### config.mk
export PLATFORM = sky130hd
export DESIGN_NAME = rv32i_execute_stage_core
export DESIGN_NICKNAME = d
export VERILOG_FILES = /design/src/sv/rvex_pkg.sv /design/src/sv/rvex_alu.sv /design/src/sv/rvex_exec.sv /design/src/sv/rv32i_execute_stage_core.sv
export SDC_FILE = /design/constraint.sdc
export NUM_CORES = 1
export LEC_CHECK = 0
export ABC_AREA = 1
export CORE_MARGIN = 1
export CORE_UTILIZATION = 55
export CTS_BUF_LIST = sky130_fd_sc_hd__clkbuf_16
export CTS_CLUSTER_DIAMETER = 100
export DETAILED_ROUTE_END_ITERATION = 16
export DONT_BUFFER_PORTS = 1
export PLACE_DENSITY_LB_ADDON = 0.25
export SLEW_MARGIN = 30
export SYNTH_ARGS = -nofsm -noshare
export SYNTH_HDL_FRONTEND = slang
export SYNTH_SLANG_ARGS = --single-unit
### constraint.sdc
create_clock -name clk -period 7.3 [get_ports clk]
set_clock_uncertainty 0.05 [all_clocks]
set_input_delay 1.095 -clock clk [delete_from_list [all_inputs] [get_ports clk]]
set_output_delay 1.095 -clock clk [all_outputs]
set_load 0.005 [all_outputs]
### src/sv/rvex_pkg.sv
package rvex_pkg;

  localparam logic [3:0] CMD_LUI    = 4'd0;
  localparam logic [3:0] CMD_AUIPC  = 4'd1;
  localparam logic [3:0] CMD_JAL    = 4'd2;
  localparam logic [3:0] CMD_JALR   = 4'd3;
  localparam logic [3:0] CMD_BRANCH = 4'd4;
  localparam logic [3:0] CMD_LOAD   = 4'd5;
  localparam logic [3:0] CMD_STORE  = 4'd6;
  localparam logic [3:0] CMD_OPIMM  = 4'd7;
  localparam logic [3:0] CMD_OP     = 4'd8;

  localparam logic [2:0] F3_ADD  = 3'd0;
  localparam logic [2:0] F3_SLL  = 3'd1;
  localparam logic [2:0] F3_SLT  = 3'd2;
  localparam logic [2:0] F3_SLTU = 3'd3;
  localparam logic [2:0] F3_XOR  = 3'd4;
  localparam logic [2:0] F3_SR   = 3'd5;
  localparam logic [2:0] F3_OR   = 3'd6;
  localparam logic [2:0] F3_AND  = 3'd7;

  localparam logic [2:0] BR_EQ  = 3'd0;
  localparam logic [2:0] BR_NE  = 3'd1;
  localparam logic [2:0] BR_LT  = 3'd4;
  localparam logic [2:0] BR_GE  = 3'd5;
  localparam logic [2:0] BR_LTU = 3'd6;
  localparam logic [2:0] BR_GEU = 3'd7;

  localparam logic [2:0] MW_B  = 3'd0;
  localparam logic [2:0] MW_H  = 3'd1;
  localparam logic [2:0] MW_W  = 3'd2;
  localparam logic [2:0] MW_BU = 3'd4;
  localparam logic [2:0] MW_HU = 3'd5;

  localparam logic [1:0] MEM_NONE  = 2'd0;
  localparam logic [1:0] MEM_LOAD  = 2'd1;
  localparam logic [1:0] MEM_STORE = 2'd2;

  typedef struct packed {
    logic [3:0]  command;
    logic [2:0]  funct3;
    logic        alt_bit;
    logic [31:0] src1_value;
    logic [31:0] src2_value;
    logic [31:0] immediate;
    logic [5:0]  shift_amount;
    logic [4:0]  dest_index;
    logic [31:0] instr_pc;
  } exe_in_t;

  typedef struct packed {
    logic [31:0] write_value;
    logic        write_enable;
    logic [4:0]  write_index;
    logic [31:0] next_pc;
    logic [1:0]  mem_kind;
    logic [31:0] mem_address;
    logic [2:0]  mem_width;
    logic [31:0] store_data;
  } exe_out_t;

  typedef struct packed {
    logic [2:0] funct3;
    logic       sub_en;
    logic       sra_en;
  } alu_ctl_t;

endpackage

### src/sv/rvex_alu.sv
module rvex_alu (
  input  rvex_pkg::alu_ctl_t ctl,
  input  logic [31:0]        a,
  input  logic [31:0]        b,
  output logic [31:0]        y
);
  import rvex_pkg::*;

  logic [4:0] shamt;

  assign shamt = b[4:0];

  always_comb begin
    case (ctl.funct3)
      F3_ADD:  y = ctl.sub_en ? (a - b) : (a + b);
      F3_SLL:  y = a << shamt;
      F3_SLT:  y = {31'd0, $signed(a) < $signed(b)};
      F3_SLTU: y = {31'd0, a < b};
      F3_XOR:  y = a ^ b;
      F3_SR:   y = ctl.sra_en ? 32'($signed(a) >>> shamt) : (a >> shamt);
      F3_OR:   y = a | b;
      F3_AND:  y = a & b;
      default: y = a & b;
    endcase
  end

endmodule

### src/sv/rvex_exec.sv
module rvex_exec (
  input  rvex_pkg::exe_in_t  op,
  output rvex_pkg::exe_out_t res
);
  import rvex_pkg::*;

  logic [31:0] imm_i;
  logic [31:0] imm_b;
  logic [31:0] imm_j;
  logic [31:0] seq_pc;
  logic [31:0] pc_offset;
  logic [31:0] pc_target;
  logic [31:0] ea;
  logic [31:0] alu_b;
  logic [31:0] alu_y;
  alu_ctl_t    alu_ctl;
  logic        is_shift_imm;
  logic        taken;
  logic        we;
  logic [31:0] wval;

  assign imm_i  = {{20{op.immediate[11]}}, op.immediate[11:0]};
  assign imm_b  = {{19{op.immediate[12]}}, op.immediate[12:0]};
  assign imm_j  = {{11{op.immediate[20]}}, op.immediate[20:0]};
  assign seq_pc = op.instr_pc + 32'd4;
  assign ea     = op.src1_value + imm_i;

  assign is_shift_imm = (op.funct3 == F3_SLL) || (op.funct3 == F3_SR);

  always_comb begin
    case (op.command)
      CMD_JAL:    pc_offset = imm_j;
      CMD_BRANCH: pc_offset = imm_b;
      default:    pc_offset = op.immediate;
    endcase
  end

  assign pc_target = op.instr_pc + pc_offset;

  always_comb begin
    if (op.command == CMD_OP) begin
      alu_b = op.src2_value;
    end else if (is_shift_imm) begin
      alu_b = {27'd0, op.shift_amount[4:0]};
    end else begin
      alu_b = imm_i;
    end
    alu_ctl.funct3 = op.funct3;
    alu_ctl.sub_en = op.alt_bit && (op.command == CMD_OP);
    alu_ctl.sra_en = op.alt_bit;
  end

  rvex_alu u_alu (
    .ctl (alu_ctl),
    .a   (op.src1_value),
    .b   (alu_b),
    .y   (alu_y)
  );

  always_comb begin
    case (op.funct3)
      BR_EQ:   taken = op.src1_value == op.src2_value;
      BR_NE:   taken = op.src1_value != op.src2_value;
      BR_LT:   taken = $signed(op.src1_value) < $signed(op.src2_value);
      BR_GE:   taken = $signed(op.src1_value) >= $signed(op.src2_value);
      BR_LTU:  taken = op.src1_value < op.src2_value;
      BR_GEU:  taken = op.src1_value >= op.src2_value;
      default: taken = 1'b0;
    endcase
  end

  always_comb begin
    we              = 1'b0;
    wval            = alu_y;
    res.next_pc     = seq_pc;
    res.mem_kind    = MEM_NONE;
    res.mem_address = 32'd0;
    res.mem_width   = 3'd0;
    res.store_data  = 32'd0;
    case (op.command)
      CMD_LUI: begin
        we   = 1'b1;
        wval = op.immediate;
      end
      CMD_AUIPC: begin
        we   = 1'b1;
        wval = pc_target;
      end
      CMD_JAL: begin
        we          = 1'b1;
        wval        = seq_pc;
        res.next_pc = pc_target;
      end
      CMD_JALR: begin
        we          = 1'b1;
        wval        = seq_pc;
        res.next_pc = {ea[31:1], 1'b0};
      end
      CMD_BRANCH: begin
        if (taken) begin
          res.next_pc = pc_target;
        end
      end
      CMD_LOAD: begin
        if (op.funct3 == MW_B || op.funct3 == MW_H || op.funct3 == MW_W ||
            op.funct3 == MW_BU || op.funct3 == MW_HU) begin
          res.mem_kind    = MEM_LOAD;
          res.mem_width   = op.funct3;
          res.mem_address = ea;
        end
      end
      CMD_STORE: begin
        if (op.funct3 == MW_B || op.funct3 == MW_H || op.funct3 == MW_W) begin
          res.mem_kind    = MEM_STORE;
          res.mem_width   = op.funct3;
          res.mem_address = ea;
          res.store_data  = (op.funct3 == MW_B) ? {24'd0, op.src2_value[7:0]}
                                                : op.src2_value;
        end
      end
      CMD_OPIMM: begin
        we = !(is_shift_imm && op.shift_amount[5]);
      end
      CMD_OP: begin
        we = 1'b1;
      end
      default: begin
        we = 1'b0;
      end
    endcase
    res.write_index  = op.dest_index;
    res.write_enable = we && (op.dest_index != 5'd0);
    res.write_value  = res.write_enable ? wval : 32'd0;
  end

endmodule

### src/sv/rv32i_execute_stage_core.sv
// An item accepted is held in the input register and its result is then loaded
// into the output register when the stage advances. Throughput: one item per
// cycle unless the output stalls; the whole execute path is one combinational
// pass between the two registers, bounded by one 32-bit add/compare.
// Reset (rst, synchronous): both stages empty; payload registers keep contents.
module rv32i_execute_stage_core (
  input  logic               clk,
  input  logic               rst,
  input  logic               issue_valid,
  output logic               issue_stall,
  input  rvex_pkg::exe_in_t  issue,
  output logic               result_valid,
  input  logic               result_stall,
  output rvex_pkg::exe_out_t result
);
  import rvex_pkg::*;

  exe_in_t  op;
  logic     op_valid;
  exe_out_t exec_res;
  logic     advance;
  logic     take;

  assign advance     = !result_valid || !result_stall;
  assign issue_stall = op_valid && !advance;
  assign take        = issue_valid && !issue_stall;

  always_ff @(posedge clk) begin
    if (rst) begin
      op_valid <= 1'b0;
    end else if (take) begin
      op_valid <= 1'b1;
    end else if (advance) begin
      op_valid <= 1'b0;
    end
  end

  always_ff @(posedge clk) begin
    if (take) begin
      op <= issue;
    end
  end

  rvex_exec u_exec (
    .op  (op),
    .res (exec_res)
  );

  always_ff @(posedge clk) begin
    if (rst) begin
      result_valid <= 1'b0;
    end else if (advance) begin
      result_valid <= op_valid;
    end
  end

  always_ff @(posedge clk) begin
    if (advance) begin
      result <= exec_res;
    end
  end

  a_we_rd_nonzero: assert property (@(posedge clk) disable iff (rst)
    result_valid && result.write_enable |-> result.write_index != 5'd0)
    else $error("write enabled to x0");

  a_no_we_zero_value: assert property (@(posedge clk) disable iff (rst)
    result_valid && !result.write_enable |-> result.write_value == 32'd0)
    else $error("write value nonzero without write");

  a_mem_fields: assert property (@(posedge clk) disable iff (rst)
    result_valid && result.mem_kind == MEM_NONE |->
      result.mem_address == 32'd0 && result.mem_width == 3'd0 &&
      result.store_data == 32'd0)
    else $error("memory fields set without access");

  a_load_no_write: assert property (@(posedge clk) disable iff (rst)
    result_valid && result.mem_kind != MEM_NONE |-> !result.write_enable)
    else $error("memory access with register write");

  a_stage_moves: assert property (@(posedge clk) disable iff (rst)
    op_valid && advance |=> result_valid)
    else $error("held item lost between stages");

endmodule

* Word level (Yosys, flattened, before mapping)
Index checks and enable logic that the tools add are counted.
** Word-level totals
- Memories :: 0
- Memory bits (writable) :: 0
- Bits in latches :: 0
- Register bits :: 288
- Output and inout bits :: 141
- Memory bits (read-only) :: 0
** Cells by class
- Order comparisons :: 6
- Divide/modulo/power cells :: 0
- Reduce and logical (&&, ||, !) cells :: 24
- Eq/ne operators :: 17
- Bitwise gates (word level) :: 5
- Shift operators :: 3
- $mul :: 0
- Multiplexer cells :: 17
- Add/sub/neg operators :: 5
** Operators with widths (count)
- $pmux 32 s8 :: 1
- $mux 32 :: 6
- $pmux 32 s3 :: 2
- $lt 32x32->1 :: 4
- $add 32x32->32 :: 3
- $pmux 37 s2 :: 1
- $mux 69 :: 1
- $ge 32x32->1 :: 2
- $pmux 32 s2 :: 1
- $mux 36 :: 1
- $add 32x3->32 const B :: 1
- $and 32x32->32 :: 1
- $eq 32x32->1 :: 1
- $ne 32x32->1 :: 1
- $or 32x32->32 :: 1
- $shl 32x5->32 :: 1
- $shr 32x5->32 :: 1
- $sshr 32x5->32 :: 1
- $sub 32x32->32 :: 1
- $xor 32x32->32 :: 1
- $eq 4x3->1 const B :: 4
- $eq 3x3->1 const B :: 4
- $eq 4x2->1 const B :: 2
- $eq 3x2->1 const B :: 2
- other kinds (18) :: 33

* Longest topological paths before layout
Gate-level depths: netlist (run 1).
- Word-level depth :: 8
- Depth in mapped cells :: 27

* Modules after synthesis
A second synthesis (run 1) with hierarchy kept.
** Unflattened totals
- Cells, all modules :: 3817
- Area total of the unflattened synthesis :: 26613.0 um2
** Modules (own cells, without submodules)
- rvex_alu :: sequential area each 0.0 um2, times used 1, area each 9494.1 um2, cells an instance 1928
- rv32i_execute_stage_core :: sequential area each 8628.3 um2, times used 1, area each 8674.6 um2, cells an instance 297
- rvex_exec :: sequential area each 0.0 um2, times used 1, area each 8444.3 um2, cells an instance 1592

* Least setup slack after synthesis (run 1)
No wires, ideal clock.
- Kind :: input to register
- From :: input result_stall
- To :: register op[0] (netlist name)
- Required time :: 6750 ps
- Path slack :: -679 ps
- Stages on the path :: 5
- Data arrival time :: 7429 ps
- Setup time :: 500 ps
- Cells stage by stage :: nand2_1 nor2_1 inv_1 nand2_1 inv_1
** Between the ends
- Longest elaborated chain between the ends :: 6
** RTL lines
- from (decl) :: RTL line rv32i_execute_stage_core.sv:13 : input logic result_stall,
- $logic_not 1->1 :: RTL line rv32i_execute_stage_core.sv:24 : assign advance = !result_valid || !result_stall;
- $logic_or 1x1->1 :: RTL line rv32i_execute_stage_core.sv:24
- $logic_not 1->1 :: RTL line rv32i_execute_stage_core.sv:25 : assign issue_stall = op_valid && !advance;
- $logic_and 1x1->1 :: RTL line rv32i_execute_stage_core.sv:25
- named net issue_stall :: RTL line rv32i_execute_stage_core.sv:10 : output logic issue_stall,
- $logic_not 1->1 :: RTL line rv32i_execute_stage_core.sv:26 : assign take = issue_valid && !issue_stall;
- $logic_and 1x1->1 :: RTL line rv32i_execute_stage_core.sv:26
- named net take :: RTL line rv32i_execute_stage_core.sv:22 : logic take;
The timed path passes the listed nets, and every way through them passes these cells.
A chain may end at the register's enable or synchronous reset.

* Worst setup path after layout (run 1)
- From :: register op[144] (netlist name)
- To :: register result[137] (netlist name), data pin
** Between the ends
- Longest elaborated chain between the ends :: 6
- Elaborated cells on any way between the ends :: 27
** RTL lines
- $eq 4x4->1 :: RTL line rvex_exec.sv:41, rvex_exec.sv:49, rvex_exec.sv:80
- $mux 32 :: RTL line rvex_exec.sv:41 : if (op.command == CMD_OP) begin
- $add 32x32->32, or another cell as far along :: RTL line rvex_alu.sv:15 : F3_ADD: y = ctl.sub_en ? (a - b) : (a + b);
- $mux 32 (on tied branches) :: RTL line rvex_alu.sv:15, rvex_alu.sv:20
- $pmux 32 s8 :: RTL line rvex_alu.sv:14 : case (ctl.funct3)
- $pmux 32 s3 :: RTL line rvex_exec.sv:80 : case (op.command)
- to (signal assigned) :: RTL line rv32i_execute_stage_core.sv:59 : result <= exec_res;
- to (decl) :: RTL line rv32i_execute_stage_core.sv:14 : output rvex_pkg::exe_out_t result
Parallel ways exist; a longest one is shown, timed or not.

==> metrics, run 1 <==
fin nets 3879; Hold Path Sink result[101]$_DFFE_PP_; Levels on crit path 22; IO buf count 0; multi-input combinational cell area 14700 um^2; worst vdd ir 237 uV; Reg2Reg Depth 22; Tcrit/Tclk final 78.4%; Mapped Avg Cell Area 7.13 um^2; Least-Margin Pin Slew 1.08 ns; initial antenna violation count 4; number of global-route vias before repair 24133; die area 47500 um^2; CP cell instances inv_2 > nor2_4 > inv_2 > nor2_4 > inv_1 > nand2_1 > nand3_1 > o21ai_0 > inv_1 > ha_1 > nand2_1 > nor4_1 > nand3_1 > nand3_1 > a21o_1 > nand2_1 > nand2_1 > nand2_1 > nand2_1 > nor2_1 > o21ai_0 > a21oi_1; fmax 175 MHz; CP arrival 6.02 ns; antenna viol nets, final 0; Pwr per Cell Area 203 nW/um^2; CTS root buf clkbuf_16; Net Count, Synth 3947; worst flop-to-flop path endpoint result[137]$_SDFFCE_PN0P_; Post-CTS Resized 0; Ys Warns 0; DRC violations left 0; CORE AREA 45700 um^2; register area share after synthesis 33.6%; #FFs+latches synth 288; Synth cell types 57; worst relative slew slack 27.3%; htree depth 1; Initial Util 56.2%; Die H 218 um; setup bufs post-CTS 0; ys flop type edfxtp_1; DR vias 26596; Critical path buffers and inverters 4; most frequent cell after synthesis nand2_1; Post-synth EDFFs 286; hold wc startpoint op[32]$_DFFE_PP_; Final Core Density 59.3%; Num CTS Buffers 30; max incr delay on CP 0.96 ns; RSZ-0062 raised after global routing no; GP Congestion 1.08; worst hold path class flip-flop to flip-flop; Yosys top cell area share 33.5%; WL per Instance 25.5 um; CP Class flip-flop to flip-flop; # Max-Cap Violations 0; critical path startpoint category flip-flop; Final Hold Fails 0; cell taking the most area after synthesis edfxtp_1; Worst-path clk slew 0.07 ns; clock tree from TritonCTS done; Initial DRT Pass Iterations 7; first-pass GRT wire length 154 mm; Layout Cells excl Fill 4161; crit path max-delay cell type edfxtp_1; # setup viols final 0; leakage 12.4 nW; family with the most delay on the worst path simple AND/OR/NAND/NOR gates; Cells after Synth 3601; Slew Limit Fails 0; CP startpoint op[144]$_DFFE_PP_; asr flop ratio synth 0%; CTS Buffer Depth 3; Crit path required time 7.59 ns; clk_lat worst skew 0.62 ns; placed cells 4101; Rows 78; Area Growth Syn to Fin 5.49%; R2R Path Start op[144]$_DFFE_PP_; hpwl dp 83.6 mm; R2R setup slack 1.58 ns; sequential cell area 8630 um^2; CTS Sinks 288; fraction of layout cells with a size suffix above 1 4.84%; Ports 292; endpoint type of the worst setup path flip-flop; crit-path max FO 17; Area contributors post-synth edfxtp_1 (33%), nand2_1 (13%), ha_1 (9.4%); Hold Crit Depth 0; # hold bufs at CTS 0; Synth Cell Area 25700 um^2; die width 218 um; Tmin final 5.72 ns; CP dominant cell by count nand2_1; Via density 6.39; grt total ovfl 0; fill count 4381; 1st-iter DRT viols 4340; GRT Overall Usage 43.9%; Routed WL 106 mm; synth cell count leaders nand2_1 (866), inv_1 (438), nand3_1 (341); largest net degree at the start of global routing 91; setup TNS 0 ns; status complete, no violations
cells by family after synthesis:
logic type,count (synthesis),synth area share [%]
mux,4,0.156
fa+ha+maj,195,9.60
flops,288,33.6
xor+xnor,66,2.25
compound gates,724,16.1
simple gates,1730,29.0
buf+inv,594,9.26
metal layers:
metal	global-route usage (%)	part of all wire [%]	vias up
li1	-	-	12067
met1	61.2	39	12051
met2	62.2	40	2110
met3	10.8	14	368
met4	23.6	6.3	0
met5	0	0	-
worst max path at each step:
| stage | to | slack, ns |
|---|---|---|
| floorplan | op[0]$_DFFE_PP_ | 0.71 |
| global route | result[100]$_DFFE_PP_ | 1.03 |
| detailed placement | result[137]$_SDFFCE_PN0P_ | 1.80 |
| CTS | result[137]$_SDFFCE_PN0P_ | 1.80 |
| global placement | result[134]$_SDFFCE_PN0P_ | 1.94 |
| finish | result[137]$_SDFFCE_PN0P_ | 1.58 |
power breakdown:
group	internal [W]	switching, W	total [W]
Sequential	0.00196	0.000144	0.00210
Combinational	0.000521	0.00134	0.00186
Clock	0.000830	0.000697	0.00153
per-stage QoR:
| stage | instance area (um^2) | hold WS, ns | power (W) | setup WS [ns] |
|---|---|---|---|---|
| after global routing | 27100 | 0.409 | 0.00570 | 1.03 |
| after floorplan | 25700 | 0.377 | 0.00330 | 0.710 |
| after detailed placement | 26100 | 0.385 | 0.00389 | 1.80 |
| after global placement | 26100 | 0.382 | 0.00390 | 1.94 |
| after CTS | 27100 | 0.403 | 0.00540 | 1.80 |
| final | 27100 | 0.400 | 0.00549 | 1.58 |
sequential cells by signal, indices dropped and copies added, names as in the netlist:
register and cells:
op_valid 1, op 147, result_valid 1, result 139
layout by cell type, fill, tap and decap left out, types with 14 or more instances in the layout:
cell type / count
inv_1: 441
o21bai_1: 16
o211ai_1: 42
nand4_1: 52
xnor2_1: 20
buf_4: 38
xor2_1: 46
nor4_1: 15
a31oi_1: 27
or2_2: 26
edfxtp_1: 286
nand3_1: 341
o21ai_1: 58
ha_1: 192
o221ai_1: 21
inv_2: 14
o21ai_0: 211
nor3_1: 36
clkbuf_16: 30
nand2_1: 864
a21oi_1: 259
nor2_1: 331
o22ai_1: 23
final cells by class:
cell class / instances / share of cell area (%)
multi-input cells: 2719 / 54.3
flip-flops and latches: 288 / 31.9
diodes: 6 / 0.0555
well taps: 600 / 2.77
repair buffers: 38 / 1.05
clock buffers: 30 / 2.77
inverters: 456 / 6.34
clock inverters: 24 / 0.795
Power figures use the tool's default switching activity.
==> run 2: changes to the inputs <==
==> constraint.sdc (replaced) <==
create_clock -name clk -period 6 [get_ports clk]
set_clock_uncertainty 0.05 [all_clocks]
set_input_delay 0.9 -clock clk [delete_from_list [all_inputs] [get_ports clk]]
set_output_delay 0.9 -clock clk [all_outputs]
set_load 0.005 [all_outputs]
==> run 2 against run 1 <==
Register-to-register slack got worse by 0.64 ns. Cell area grew 0.15%. Worst setup slack got worse by 0.64 ns. Critical endpoint is now result[134]$_SDFFCE_PN0P_. Power increased by 20%. Largest cell class unchanged.
==> metrics, run 2 (same netlist as run 1, synthesis figures left out) <==
status complete, no violations; Worst-path clk slew 0.07 ns; RSZ-0062 raised after global routing no; die area 47500 um^2; Via density 6.36; Ports 292; max reg flops 147; endpoint type of the worst setup path flip-flop; antenna viol nets, final 0; Crit path required time 6.30 ns; Top Registers op: 147 flops, result: 139 flops; CTS Buffer Depth 3; largest net degree at the start of global routing 108; 1st-iter DRT viols 4198; initial antenna violation count 9; CP cell instances nor2_4 > inv_2 > nor2_4 > inv_2 > nor2_4 > inv_1 > buf_4 > nand2_1 > nand3_1 > o21ai_0 > inv_1 > ha_1 > nand2_1 > nor2_1 > inv_1 > nor3_1 > nand4_1 > nand2_1 > nand2_1 > nand3_1 > nand3_1 > nand2_1 > nor2_1; # setup viols final 0; htree depth 1; Final Hold Fails 0; number of global-route vias before repair 24008; design area 27100 um^2; Tmin final 5.07 ns; first-pass GRT wire length 155 mm; grt total ovfl 0; DR vias 26508; Rows 78; CTS Sinks 288; Num CTS Buffers 31; fin nets 3888; Slew Limit Fails 0; # hold bufs at CTS 0; clock tree from TritonCTS done; fmax 197 MHz; commonest non-fill, non-tap cells in the layout nand2_1 (864), inv_1 (438), nand3_1 (341); fraction of layout cells with a size suffix above 1 5.11%; Post-CTS Resized 0; worst vdd ir 281 uV; Post-DP Area 26200 um^2; Routed WL 107 mm; Die H 218 um; total power 0.00660 W; GP Congestion 1.10; CP dominant cell by count nand2_1; Least-Margin Pin Slew 0.953 ns; CORE AREA 45700 um^2; CP Class flip-flop to flip-flop; crit path max-delay cell type nor2_4; CTS root buf clkbuf_16; leakage 12.4 nW; Top reg by flops op; Hold Crit Depth 1; DRC violations left 0; clk_lat worst skew 0.60 ns; critical path startpoint category flip-flop; setup bufs post-CTS 0; Reg2Reg Depth 23; worst relative slew slack 36.5%; GRT Overall Usage 43.9%; CP arrival 5.37 ns; hpwl dp 83.6 mm; # Max-Cap Violations 0; max incr delay on CP 0.49 ns; Initial Util 56.2%; setup TNS 0 ns; commonest non-fill, non-tap cell in the layout nand2_1; Tcrit/Tclk final 84.5%; Pwr per Cell Area 243 nW/um^2; die width 218 um; worst hold path class primary input to flip-flop; fill count 4355; IO buf count 0; Initial DRT Pass Iterations 6; WL per Instance 25.5 um; crit-path max FO 18; Area Growth Syn to Fin 5.65%
run 2: metal layers:
metal | vias to the layer above | GRT usage (%) | share of wire, %
met5 | - | 0 | 0.053
li1 | 12115 | - | -
met3 | 304 | 11.3 | 13
met4 | 8 | 22.8 | 5.7
met1 | 12130 | 62.0 | 41
met2 | 1951 | 61.4 | 41
run 2: worst max-delay path, delay by kind of cell, from the launching register on:
family	cells	cell delay (ns)
flops	1	0.48
buf+inv	6	0.62
fa+ha+maj	1	0.38
compound gates	1	0.21
simple gates	15	3.05
run 2: layout make-up:
cell class                      instances  area (um^2)  share of cell area (%)
Multi-Input combinational cell       2719        14700                    54.3
Sequential cell                       288         8630                    31.8
Inverter                              456         1720                    6.33
Clock buffer                           31          776                    2.86
Tap cell                              600          751                    2.77
Timing Repair Buffer                   46          370                    1.37
Clock inverter                         24          144                   0.531
Antenna cell                            7         17.5                  0.0646
run 2: power breakdown:
group / leakage, nW / switching [W] / internal, W / total (W)
Clock: 0.443 / 0.000839 / 0.000943 / 0.00178
Combinational: 8.92 / 0.00163 / 0.000640 / 0.00227
Sequential: 3.05 / 0.000164 / 0.00238 / 0.00255
Total: 12.4 / 0.00264 / 0.00397 / 0.00660
run 2: through the flow:
step                util (%)  hold WS, ns  worst slack (ns)  instances
CTS                     59.3        0.295              1.12       4164
detailed placement      57.3        0.386              1.14       4109
finish                  59.4        0.318             0.932       4171
global placement        57.3        0.379              1.20       4109
global route            59.3        0.306             0.463       4167
floorplan                  -        0.377             0.428       3601
run 2: worst paths after layout:
| path | startpoint | end | slack [ns] |
|---|---|---|---|
| max | op[145]$_DFFE_PP_ | result[134]$_SDFFCE_PN0P_ | 0.93 |
| min | rst | op_valid$_SDFFE_PP0P_ | 0.32 |
| max reg2reg | op[145]$_DFFE_PP_ | result[134]$_SDFFCE_PN0P_ | 0.93 |
| min reg2reg | op[32]$_DFFE_PP_ | result[101]$_DFFE_PP_ | 0.40 |
